[src/sv/gre_pkg.sv]
// Shared types and constants for the grid rectangle extractor.
`default_nettype none
package gre_pkg;

  // Text byte codes
  localparam logic [7:0] NL_BYTE    = 8'd10;
  localparam logic [7:0] DIGIT_LOW  = 8'd48;
  localparam logic [7:0] DIGIT_HIGH = 8'd57;

  // Cell marks stored beside the labels
  localparam logic [4:0] PAD_MARK  = 5'h1F;
  localparam logic [4:0] DONE_MARK = 5'h10;

  // Datapath operations
  typedef logic [4:0] op_t;
  localparam op_t OP_NONE    = 5'd0;
  localparam op_t OP_ACCEPT  = 5'd1;
  localparam op_t OP_PAD     = 5'd2;
  localparam op_t OP_ENDROW  = 5'd3;
  localparam op_t OP_CLOSE   = 5'd4;
  localparam op_t OP_NEXTROW = 5'd5;
  localparam op_t OP_SCAN_RD = 5'd6;
  localparam op_t OP_SKIP    = 5'd7;
  localparam op_t OP_SEED    = 5'd8;
  localparam op_t OP_R_RD    = 5'd9;
  localparam op_t OP_R_INC   = 5'd10;
  localparam op_t OP_L_RD    = 5'd11;
  localparam op_t OP_L_DEC   = 5'd12;
  localparam op_t OP_U_RD    = 5'd13;
  localparam op_t OP_U_INC   = 5'd14;
  localparam op_t OP_PX_INC  = 5'd15;
  localparam op_t OP_PX_LO   = 5'd16;
  localparam op_t OP_D_RD    = 5'd17;
  localparam op_t OP_D_DEC   = 5'd18;
  localparam op_t OP_M_INIT  = 5'd19;
  localparam op_t OP_MARK    = 5'd20;
  localparam op_t OP_FIN     = 5'd21;

  typedef struct packed {
    op_t  op;
    logic found;
  } cmd_t;

  typedef struct packed {
    logic is_fetch;
    logic is_nl;
    logic row_full;
    logic need_pad;
    logic pad_last;
    logic pending;
    logic closed;
    logic scan_end;
    logic x_past;
    logic cell_done;
    logic cell_eq;
    logic r_ok;
    logic l_ok;
    logic u_ok;
    logic d_ok;
    logic px_at_hi;
    logic py_at_top;
    logic out_free;
  } stat_t;

endpackage
`default_nettype wire

[src/sv/gre_ctrl.sv]
// Controller state machine: sequences load, padding, scan, growth and marking.
`default_nettype none
module gre_ctrl
  import gre_pkg::*;
(
  input  wire logic  clk,
  input  wire logic  rst_n,
  input  wire logic  in_valid,
  output logic       in_ready,
  input  wire stat_t st,
  output cmd_t       cmd
);

  localparam logic [3:0] S_IDLE   = 4'd0;
  localparam logic [3:0] S_PAD    = 4'd1;
  localparam logic [3:0] S_ENDROW = 4'd2;
  localparam logic [3:0] S_CLOSE  = 4'd3;
  localparam logic [3:0] S_SCAN   = 4'd4;
  localparam logic [3:0] S_SCHK   = 4'd5;
  localparam logic [3:0] S_RGT    = 4'd6;
  localparam logic [3:0] S_RCHK   = 4'd7;
  localparam logic [3:0] S_LFT    = 4'd8;
  localparam logic [3:0] S_LCHK   = 4'd9;
  localparam logic [3:0] S_UP     = 4'd10;
  localparam logic [3:0] S_UCHK   = 4'd11;
  localparam logic [3:0] S_DN     = 4'd12;
  localparam logic [3:0] S_DCHK   = 4'd13;
  localparam logic [3:0] S_MARK   = 4'd14;
  localparam logic [3:0] S_FIN    = 4'd15;

  logic [3:0] state_r, state_nxt;
  logic       found_r, found_nxt;
  logic       ret_r, ret_nxt;

  assign in_ready = (state_r == S_IDLE);

  // Next state and command
  always_comb begin
    state_nxt = state_r;
    found_nxt = found_r;
    ret_nxt   = ret_r;
    cmd.op    = OP_NONE;
    cmd.found = found_r;
    unique case (state_r)
      S_IDLE: begin
        if (in_valid) begin
          cmd.op = OP_ACCEPT;
          if (!st.closed) begin
            if (!st.is_fetch) begin
              if (st.is_nl) begin
                ret_nxt   = 1'b0;
                state_nxt = (!st.row_full && st.need_pad) ? S_PAD : S_ENDROW;
              end
            end else if (st.pending) begin
              ret_nxt   = 1'b1;
              state_nxt = (!st.row_full && st.need_pad) ? S_PAD : S_ENDROW;
            end else begin
              state_nxt = S_CLOSE;
            end
          end else if (st.is_fetch) begin
            state_nxt = S_SCAN;
          end
        end
      end
      S_PAD: begin
        cmd.op = OP_PAD;
        if (st.pad_last) state_nxt = S_ENDROW;
      end
      S_ENDROW: begin
        cmd.op    = OP_ENDROW;
        state_nxt = ret_r ? S_CLOSE : S_IDLE;
      end
      S_CLOSE: begin
        cmd.op    = OP_CLOSE;
        state_nxt = S_SCAN;
      end
      S_SCAN: begin
        if (st.scan_end) begin
          found_nxt = 1'b0;
          state_nxt = S_FIN;
        end else if (st.x_past) begin
          cmd.op = OP_NEXTROW;
        end else begin
          cmd.op    = OP_SCAN_RD;
          state_nxt = S_SCHK;
        end
      end
      S_SCHK: begin
        if (st.cell_done) begin
          cmd.op    = OP_SKIP;
          state_nxt = S_SCAN;
        end else begin
          cmd.op    = OP_SEED;
          state_nxt = S_RGT;
        end
      end
      S_RGT: begin
        if (st.r_ok) begin
          cmd.op    = OP_R_RD;
          state_nxt = S_RCHK;
        end else begin
          state_nxt = S_LFT;
        end
      end
      S_RCHK: begin
        if (st.cell_eq) begin
          cmd.op    = OP_R_INC;
          state_nxt = S_RGT;
        end else begin
          state_nxt = S_LFT;
        end
      end
      S_LFT: begin
        if (st.l_ok) begin
          cmd.op    = OP_L_RD;
          state_nxt = S_LCHK;
        end else begin
          state_nxt = S_UP;
        end
      end
      S_LCHK: begin
        if (st.cell_eq) begin
          cmd.op    = OP_L_DEC;
          state_nxt = S_LFT;
        end else begin
          state_nxt = S_UP;
        end
      end
      S_UP: begin
        if (st.u_ok) begin
          cmd.op    = OP_U_RD;
          state_nxt = S_UCHK;
        end else begin
          cmd.op    = OP_PX_LO;
          state_nxt = S_DN;
        end
      end
      S_UCHK: begin
        if (!st.cell_eq) begin
          cmd.op    = OP_PX_LO;
          state_nxt = S_DN;
        end else begin
          cmd.op    = st.px_at_hi ? OP_U_INC : OP_PX_INC;
          state_nxt = S_UP;
        end
      end
      S_DN: begin
        if (st.d_ok) begin
          cmd.op    = OP_D_RD;
          state_nxt = S_DCHK;
        end else begin
          cmd.op    = OP_M_INIT;
          state_nxt = S_MARK;
        end
      end
      S_DCHK: begin
        if (!st.cell_eq) begin
          cmd.op    = OP_M_INIT;
          state_nxt = S_MARK;
        end else begin
          cmd.op    = st.px_at_hi ? OP_D_DEC : OP_PX_INC;
          state_nxt = S_DN;
        end
      end
      S_MARK: begin
        cmd.op = OP_MARK;
        if (st.px_at_hi && st.py_at_top) begin
          found_nxt = 1'b1;
          state_nxt = S_FIN;
        end
      end
      S_FIN: begin
        if (st.out_free) begin
          cmd.op    = OP_FIN;
          state_nxt = S_IDLE;
        end
      end
      default: state_nxt = S_IDLE;
    endcase
  end

  // State registers
  always_ff @(posedge clk) begin
    if (!rst_n) begin
      state_r <= S_IDLE;
      found_r <= 1'b0;
      ret_r   <= 1'b0;
    end else begin
      state_r <= state_nxt;
      found_r <= found_nxt;
      ret_r   <= ret_nxt;
    end
  end

endmodule
`default_nettype wire

[config.mk]
export PLATFORM = sky130hd
export DESIGN_NAME = gre_ctrl
export DESIGN_NICKNAME = d
export VERILOG_FILES = /design/src/sv/gre_pkg.sv /design/src/sv/gre_ctrl.sv
export SDC_FILE = /design/constraint.sdc
export NUM_CORES = 1
export LEC_CHECK = 0
export BUFFER_PORTS_ARGS = -buffer_cell sky130_fd_sc_hd__buf_2
export CORE_ASPECT_RATIO = 1.5
export CORE_UTILIZATION = 46
export CTS_CLUSTER_SIZE = 24
export DETAILED_ROUTE_END_ITERATION = 8
export GPL_TIMING_DRIVEN = 0
export PLACE_DENSITY = 0.75
export SLEW_MARGIN = 20
export SYNTH_ARGS = -nofsm -noshare
export SYNTH_HDL_FRONTEND = slang
export SYNTH_SLANG_ARGS = --single-unit
export TNS_END_PERCENT = 50
[constraint.sdc]
create_clock -name clk -period 1.63 [get_ports clk]
set_input_delay 0.4075 -clock clk [delete_from_list [all_inputs] [get_ports clk]]
set_output_delay 0.4075 -clock clk [all_outputs]
set_load 0.01 [all_outputs]
Word-level counts from Yosys, hierarchy flattened
Cells that the tools add are included.
W data, S select, Z words.
- register bits after elaboration: 6
- output and inout port bits: 7
- word-level logic and storage cells: 82
- eq/ne operators: 24
- mux-type cells: 45
- bitwise logic cells: 1
- reductions and logical operators: 9
- operator list (cell ; number):
    $pmux W5 S16 ; 1
    $mux W4 ; 17
    $pmux W4 S16 ; 1
    $eq A4 B4 Y1 const B ; 8
    $mux W5 ; 5
    $mux W2 ; 10
    $eq A4 B3 Y1 const B ; 4
    $ne A2 B2 Y1 const B ; 6
    $mux W3 ; 3
    $eq A4 B2 Y1 const B ; 2
    $mux W1 ; 7
    $reduce_and A7 Y1 ; 1
    $reduce_and A5 Y1 ; 1
    $eq A4 B1 Y1 const B ; 1
    $logic_not A4 Y1 ; 1
    $reduce_bool A2 Y1 ; 2
    $ne A3 B1 Y1 const B ; 1
    $ne A3 B2 Y1 const B ; 1
    $ne A3 B3 Y1 const B ; 1
    $reduce_and A3 Y1 ; 1
    $logic_and A1 B1 Y1 ; 2
    $pmux W1 S2 ; 1
    $logic_not A1 Y1 ; 1
    $not A1 Y1 ; 1

Longest topological paths before layout
Gate-level depths: netlist of run 1.
- word-level depth: 8
- gate-level depth with buffers: 7
- mapped depth without buffers: 5

Least setup slack after synthesis of run 1
Ideal clock, no wire load.
- path kind: input port to output port
- start: input port st[7] (netlist name)
- end: output port cmd[2] (netlist name)
- data arrival time: 1.339 ns
- required time: 1.222 ns
- path slack: -0.116 ns
- stages on the path: 4
- buffers on the path: 1
- cells stage by stage: clkbuf_1 -> and3_1 -> mux2_2 -> a211o_1
- RTL lines (item ; RTL line ; source):
    start, declared ; gre_ctrl.sv:10 ; input wire stat_t st,
    end, declared ; gre_ctrl.sv:11 ; output cmd_t cmd

==> flow_metrics.tcl, run 1 <==
set metrics [dict create \
    crit_path_end_kind "output port" \
    maxCapViolCount 0 \
    pwr_density_cell_mw_per_mm2 1460 \
    reg2reg_from "state_r[0]" \
    initial_core_util 0.488 \
    clock_sinks 6 \
    drtIter0Drc 117 \
    root_buffer "clkbuf_4" \
    grt_pass1_vias 1390 \
    grt.overflow.total 0 \
    maxSlewViolCount 0 \
    grt_antenna_before_repair 0 \
    grt_pass1_wl_um 6050 \
    violations "setup timing" \
    ant_nets 0 \
    timing.final.ws_setup_ns -0.520 \
    place_area_mm2 0.00118 \
    worst-setup-path-type "reg2out" \
    switchingPower_mw 1.09 \
    fmax_mhz 465 \
    io_pins 28 \
    die_h_um 58.5 \
    r2r_end "state_r[1]" \
    clk_pin_slew_ns 0.04 \
    hp-class "in2reg" \
    nets 225 \
    insertedDiodeCount 0 \
    syn_area_um2 977 \
    p_leak_nw 0.695 \
    hold_viol_final 0 \
    startpoint "state_r[3]" \
    routed_wirelength_um 4360 \
    ir_worst_vdd_uv 1110 \
    rows 20 \
    max-slew-margin-rel 0.773 \
    synthesis.nets 171 \
    cts_hold_buf 0 \
    rsz0062_at_grt "true" \
    yosysTopAreaCell "dfxtp_1" \
    grt_max_degree 11 \
    synth_top_area_frac 0.123 \
    first_pass_iters 5 \
    min_from "rst_n" \
    die-area_mm2 0.00232 \
    crit_path_end "cmd[3]" \
    clock_latency_ns 0.23 \
    final_cell_area_mm2 0.00156 \
    synth_cell_types 47 \
    worst_pin_slew_ns 0.340 \
    synth-main-ff-cell "dfxtp_1" \
    place_ws_ns -0.378 \
    cts.path.max_buffers 2 \
    status "finished with violations" \
    syn_area_per_cell_um2 6.51 \
    fin_crit_ns 2.15 \
    numCtsBuffers 3 \
    ff2ff_path_depth 7 \
    vias 1559 \
    critPathMaxStageDelay_ns 0.34 \
    cp_data_required_time_ns 1.22 \
    die_w_um 39.6 \
    wl_per_cell_um 19.5 \
    total_power_mw 2.27 \
    hpwl_um 2500 \
    gp_congestion 0.938 \
    drc_errors 0 \
    critical_path.max_fanout 6 \
    worst_path_max_delay_cell "dfxtp_2" \
    rrSetupSlack_ns -0.06 \
    synth_edf_count 0 \
    clkPwrFrac 0.055 \
    syn-instance-count 150 \
    crit_path_frequent_cell "buf_6" \
    yosysWarnings 0 \
    drive_above_1_share 0.495 \
    arrival_ns 1.74 \
    ys_ff_latch 6 \
    worstSetupStartpointType "flop" \
    grt.total_usage 0.364 \
    p_seq_frac 0.106 \
    setup_viol_count_final 7 \
    internal_power_mw 1.18 \
    final_cells 224 \
    ys_seq_area_frac 0.123 \
    placedCellCount 199 \
    syn_to_final_growth_pct 59.2 \
    cp_cell_sequence "buf_6 -> buf_6 -> buf_8 -> nor3b_2 -> a211oi_2 -> a2bb2oi_1 -> nand2_1 -> buf_2" \
    finalCritPeriodShare 1.32 \
    combPwrFrac 0.839 \
    synthArstFlopShare 0 \
    port_buffers 27 \
    htreeDepth 1 \
    finClkSkew_ns 0.00339 \
    via_per_inst 6.96 \
    cts_tree "built" \
    fin_tns_setup_ns -2.27 \
    core-area_mm2 0.00200 \
    ys_top_cells_by_area "dfxtp_1, o21ai_0, nand2_1" \
    swShare 0.481 \
]
## layout make-up
cell class                      instances  area (um2)
Buffer                                 13         156
Sequential cell                         6         128
Fill cell                             142         447
Timing Repair Buffer                   49         318
Clock buffer                            3        22.5
Tap cell                               22        27.5
Multi-Input combinational cell        125         876
Inverter                                6        27.5
## routing by layer
| layer | share of wire | global-route usage | up-vias |
|---|---|---|---|
| met1 | 0.33 | 0.387 | 699 |
| met4 | 0.070 | 0.261 | 0 |
| met3 | 0.099 | 0.102 | 43 |
| met2 | 0.50 | 0.583 | 156 |
| met5 | 0 | 0 | - |
| li1 | - | - | 661 |
## critical path, delay by kind of cell (launching register included)
kind / cells / cell delay [ns]
compound gates: 2 / 0.54
simple gates: 2 / 0.11
flops: 1 / 0.34
buf+inv: 4 / 0.53
## repair_timing
item	CTS	global route
buffers inserted	12	6
pin swaps	5	9
gates resized for setup	31	29
cloned	2	2
hold endpoints to repair	0	0
setup endpoints to repair	7	10
## how the worst min path moves through the flow
stage	to	slack [ns]	depth (start not counted)
2_1_floorplan	found_r	0.44	2
3_3_place_gp	found_r	0.47	2
3_5_place_dp	found_r	0.49	2
4_1_cts	found_r	0.45	3
5_1_grt	found_r	0.46	3
6_report	found_r	0.46	3
## power groups by stage
stage	sequential, mW	clock [mW]	combinational [mW]
global route	0.240	0.138	2.01
global placement	0.220	0	1.22
CTS	0.231	0.131	1.54
floorplan	0.210	0	0.911
finish	0.239	0.125	1.90
detailed placement	0.222	0	1.23
## registers in the layout, indices dropped and copies added, names as in the netlist
name	cells
found_r	1
state_r	4
ret_r	1
## cells in the final DEF, fill, tap and decap left out, types with 4 or more instances in the layout
cell      synthesis  final
buf_8             0      4
a21oi_1           9      7
a31oi_1           5      5
nor2b_1           8      6
buf_2             8     29
nor2_1           11      7
buf_4             2     18
buf_6             1      8
a21boi_1          1      4
nor2_2            1      5
nand3_1           5      5
o21ai_0          17     10
nand2_1          15     14
o21ai_1           1      6
## per-stage QoR
| step | util | hold WS, ns |
|---|---|---|
| floorplan | - | 0.442 |
| detailed placement | 0.589 | 0.486 |
| global route | 0.777 | 0.464 |
| CTS | 0.692 | 0.453 |
| finish | 0.777 | 0.457 |
| global placement | 0.589 | 0.468 |
## logic make-up (layout without fill, tap and decap cells)
| logic type | Yosys count | count (layout) | synth area share |
|---|---|---|---|
| simple gates | 65 | 65 | 0.366 |
| mux | 2 | 2 | 0.0230 |
| compound gates | 58 | 58 | 0.389 |
| buf+inv | 19 | 71 | 0.0986 |
| flops | 6 | 6 | 0.123 |
## cell usage after synthesis, drive strengths merged, types with 3 or more instances
cell    number
dfxtp        6
inv          6
nor3b        4
buf         12
o21ai       18
nand3        5
nand2b       4
a31oi        5
a21boi       4
nor2b        8
nor2        12
a211oi       6
nand2       15
nand3b       3
a21oi        9
(Power assumes the default switching activity.)
==> inputs of run 2 (changes only) <==
- ABC_AREA: not set -> 1
- CORE_ASPECT_RATIO: 1.5 -> not set
- CORE_UTILIZATION: 46 -> 45
==> run 2 against run 1 <==
  * The run still ends with setup timing left
  * Sequential cell count did not move
  * Utilization shrank 12 points
  * Routed wire length is 39% lower
  * Clock skew is 0.0066 ns higher
  * Global-route usage decreased by 8.2 points
  * Synthesized cell count grew 11%
  * Non-clock buffer count shrank 32
  * Synthesized area is 12% lower
  * Die area is 9.8% lower
  * Largest power group unchanged
==> flow_metrics.tcl, run 2 <==
set metrics [dict create \
    rrSetupSlack_ns 0.16 \
    yosysTopAreaCell "nand2_1" \
    ant_nets 0 \
    startpoint "state_r[2]" \
    ys_top_cells_by_area "nand2_1, dfxtp_1, nor2_1" \
    reg2reg_from "state_r[1]" \
    final_cell_area_mm2 0.00115 \
    synthMostInstantiatedCell "nand2_1" \
    syn_to_final_growth_pct 34.1 \
    nets 222 \
    synth-main-ff-cell "dfxtp_1" \
    hold_path_end "found_r" \
    cp_data_required_time_ns 1.22 \
    worst_path_max_delay_cell "dfxtp_4" \
    synthesis.nets 188 \
    cts.path.max_buffers 2 \
    drive_above_1_share 0.357 \
    top_register "state_r" \
    crit_path_frequent_cell "nor2_4" \
    status "finished with violations" \
    violations "setup timing" \
    wl_per_cell_um 11.9 \
    r2r_end "state_r[2]" \
    cts_hold_buf 0 \
    core-area_mm2 0.00176 \
    ff2ff_path_depth 10 \
    timing.final.ws_setup_ns -0.338 \
    worstSetupStartpointType "flop" \
    grt_max_degree 9 \
    syn-instance-count 167 \
    clock_sinks 6 \
    biggestRegsByFlops "state_r (4), found_r (1), ret_r (1)" \
    ys_ff_latch 6 \
    io_pins 28 \
    hp-class "in2reg" \
    ir_worst_vdd_uv 959 \
    finClkSkew_ns 0.0100 \
    cts_tree "built" \
    hold_viol_final 0 \
    die_h_um 45.7 \
    drc_errors 0 \
    rsz0062_at_grt "true" \
    htreeDepth 1 \
    place_area_mm2 0.00103 \
    synth_cell_types 20 \
    clk_pin_slew_ns 0.05 \
    crit_path_end_kind "output port" \
    grt.total_usage 0.282 \
    grt_antenna_before_repair 0 \
    setup_viol_count_final 5 \
    drtIter0Drc 54 \
    final_cell_mix "nand2_1, buf_2, nor2_1" \
    critPathMaxStageDelay_ns 0.40 \
    synthArstFlopShare 0 \
    grt_pass1_vias 1033 \
    port_buffers 27 \
    syn_area_per_cell_um2 5.15 \
    finalCritPeriodShare 1.21 \
    pwr_density_cell_mw_per_mm2 1540 \
    rows 15 \
    initial_core_util 0.487 \
    hold_depth 3 \
    numCtsBuffers 3 \
    fmax_mhz 508 \
    worst-setup-path-type "reg2out" \
    synth_edf_count 0 \
    largest_reg_flops 4 \
    grt.overflow.total 0 \
    grt_pass1_wl_um 4230 \
    yosysWarnings 0 \
    maxSlewViolCount 0 \
    routed_wirelength_um 2660 \
    final_common_cell "nand2_1" \
    place_ws_ns -0.314 \
    gp_congestion 0.920 \
    min_from "rst_n" \
    max-slew-margin-rel 0.821 \
    yosys-top-cells-count "nand2_1, nor2_1, inv_1" \
    die_w_um 45.7 \
    insertedDiodeCount 0 \
    die-area_mm2 0.00209 \
    ys_seq_area_frac 0.140 \
    arrival_ns 1.56 \
    fin_crit_ns 1.97 \
    clock_latency_ns 0.25 \
    syn_area_um2 860 \
    root_buffer "clkbuf_4" \
    synth_top_area_frac 0.188 \
    via_per_inst 5.49 \
    p_leak_nw 0.614 \
    vias 1229 \
    first_pass_iters 4 \
    critical_path.max_fanout 8 \
    hpwl_um 2120 \
    maxCapViolCount 0 \
    worst_pin_slew_ns 0.267 \
    cp_cell_sequence "inv_4 -> nor2_4 -> nand2_2 -> nor2_4 -> nor3_2 -> a31oi_1 -> buf_2" \
]
run 2: cell types whose count changed after synthesis, sizes merged, moves of 7 or more:
cell,change
nand3,+12
nor2b,-8
buf,-11
o21ai,-7
inv,+21
nand2,+33
nor2,+22
run 2: how the worst max path moves through the flow:
stage               endpoint  slack [ns]  cells past startpoint
finish                cmd[1]       -0.34                      7
global route          cmd[1]       -0.40                      7
CTS                   cmd[1]       -0.28                      7
detailed placement    cmd[1]       -0.31                      7
global placement      cmd[1]       -0.27                      7
floorplan             cmd[1]        0.03                      6
run 2: per-stage QoR:
stage,setup TNS [ns],hold WS [ns],total power [mW],cells,util
after floorplan,0,0.424,1.12,167,-
after global placement,-0.891,0.438,1.44,219,0.582
after detailed placement,-1.05,0.446,1.45,219,0.582
after CTS,-1.01,0.430,1.71,224,0.633
after global routing,-1.64,0.438,1.92,224,0.653
final,-1.18,0.432,1.77,224,0.653
run 2: final cells by class:
class	count	area, um2
well taps	25	31.3
fillers	174	612
multi-input cells	133	697
inverters	27	109
repair buffers	29	150
flip-flops and latches	6	135
plain buffers	1	7.51
clock buffers	3	22.5
run 2: worst max-delay path, delay by kind of cell, from the launching register on:
kind | cells | cell delay, ns
AOI/OAI and AO/OA | 1 | 0.17
buffers and inverters | 2 | 0.21
DFF | 1 | 0.40
and+or+nand+nor | 4 | 0.53
run 2: logic make-up (layout without fill, tap and decap cells):
| family | after synthesis | after routing | synth area share |
|---|---|---|---|
| AO/OA/AOI/OAI | 21 | 21 | 0.135 |
| flip-flops | 6 | 6 | 0.140 |
| buffers and inverters | 28 | 60 | 0.127 |
| AND/OR/NAND/NOR | 112 | 112 | 0.598 |
run 2: per-layer routing:
layer / GRT usage / wire [um]
met1: 0.368 / 1070
met2: 0.474 / 1320
met3: 0.0397 / 227
met4: 0.0941 / 45
met5: 0 / 0
run 2: repair_timing:
item	in CTS	in global routing
resized for setup	22	10
setup buffers	2	0
setup endpoints to repair	6	7
pin swaps	1	5
run 2: where the power goes:
part | switching (mW) | total (mW) | internal, mW
Combinational | 0.808 | 1.28 | 0.468
Sequential | 0.126 | 0.355 | 0.229
Clock | 0.0581 | 0.142 | 0.0836
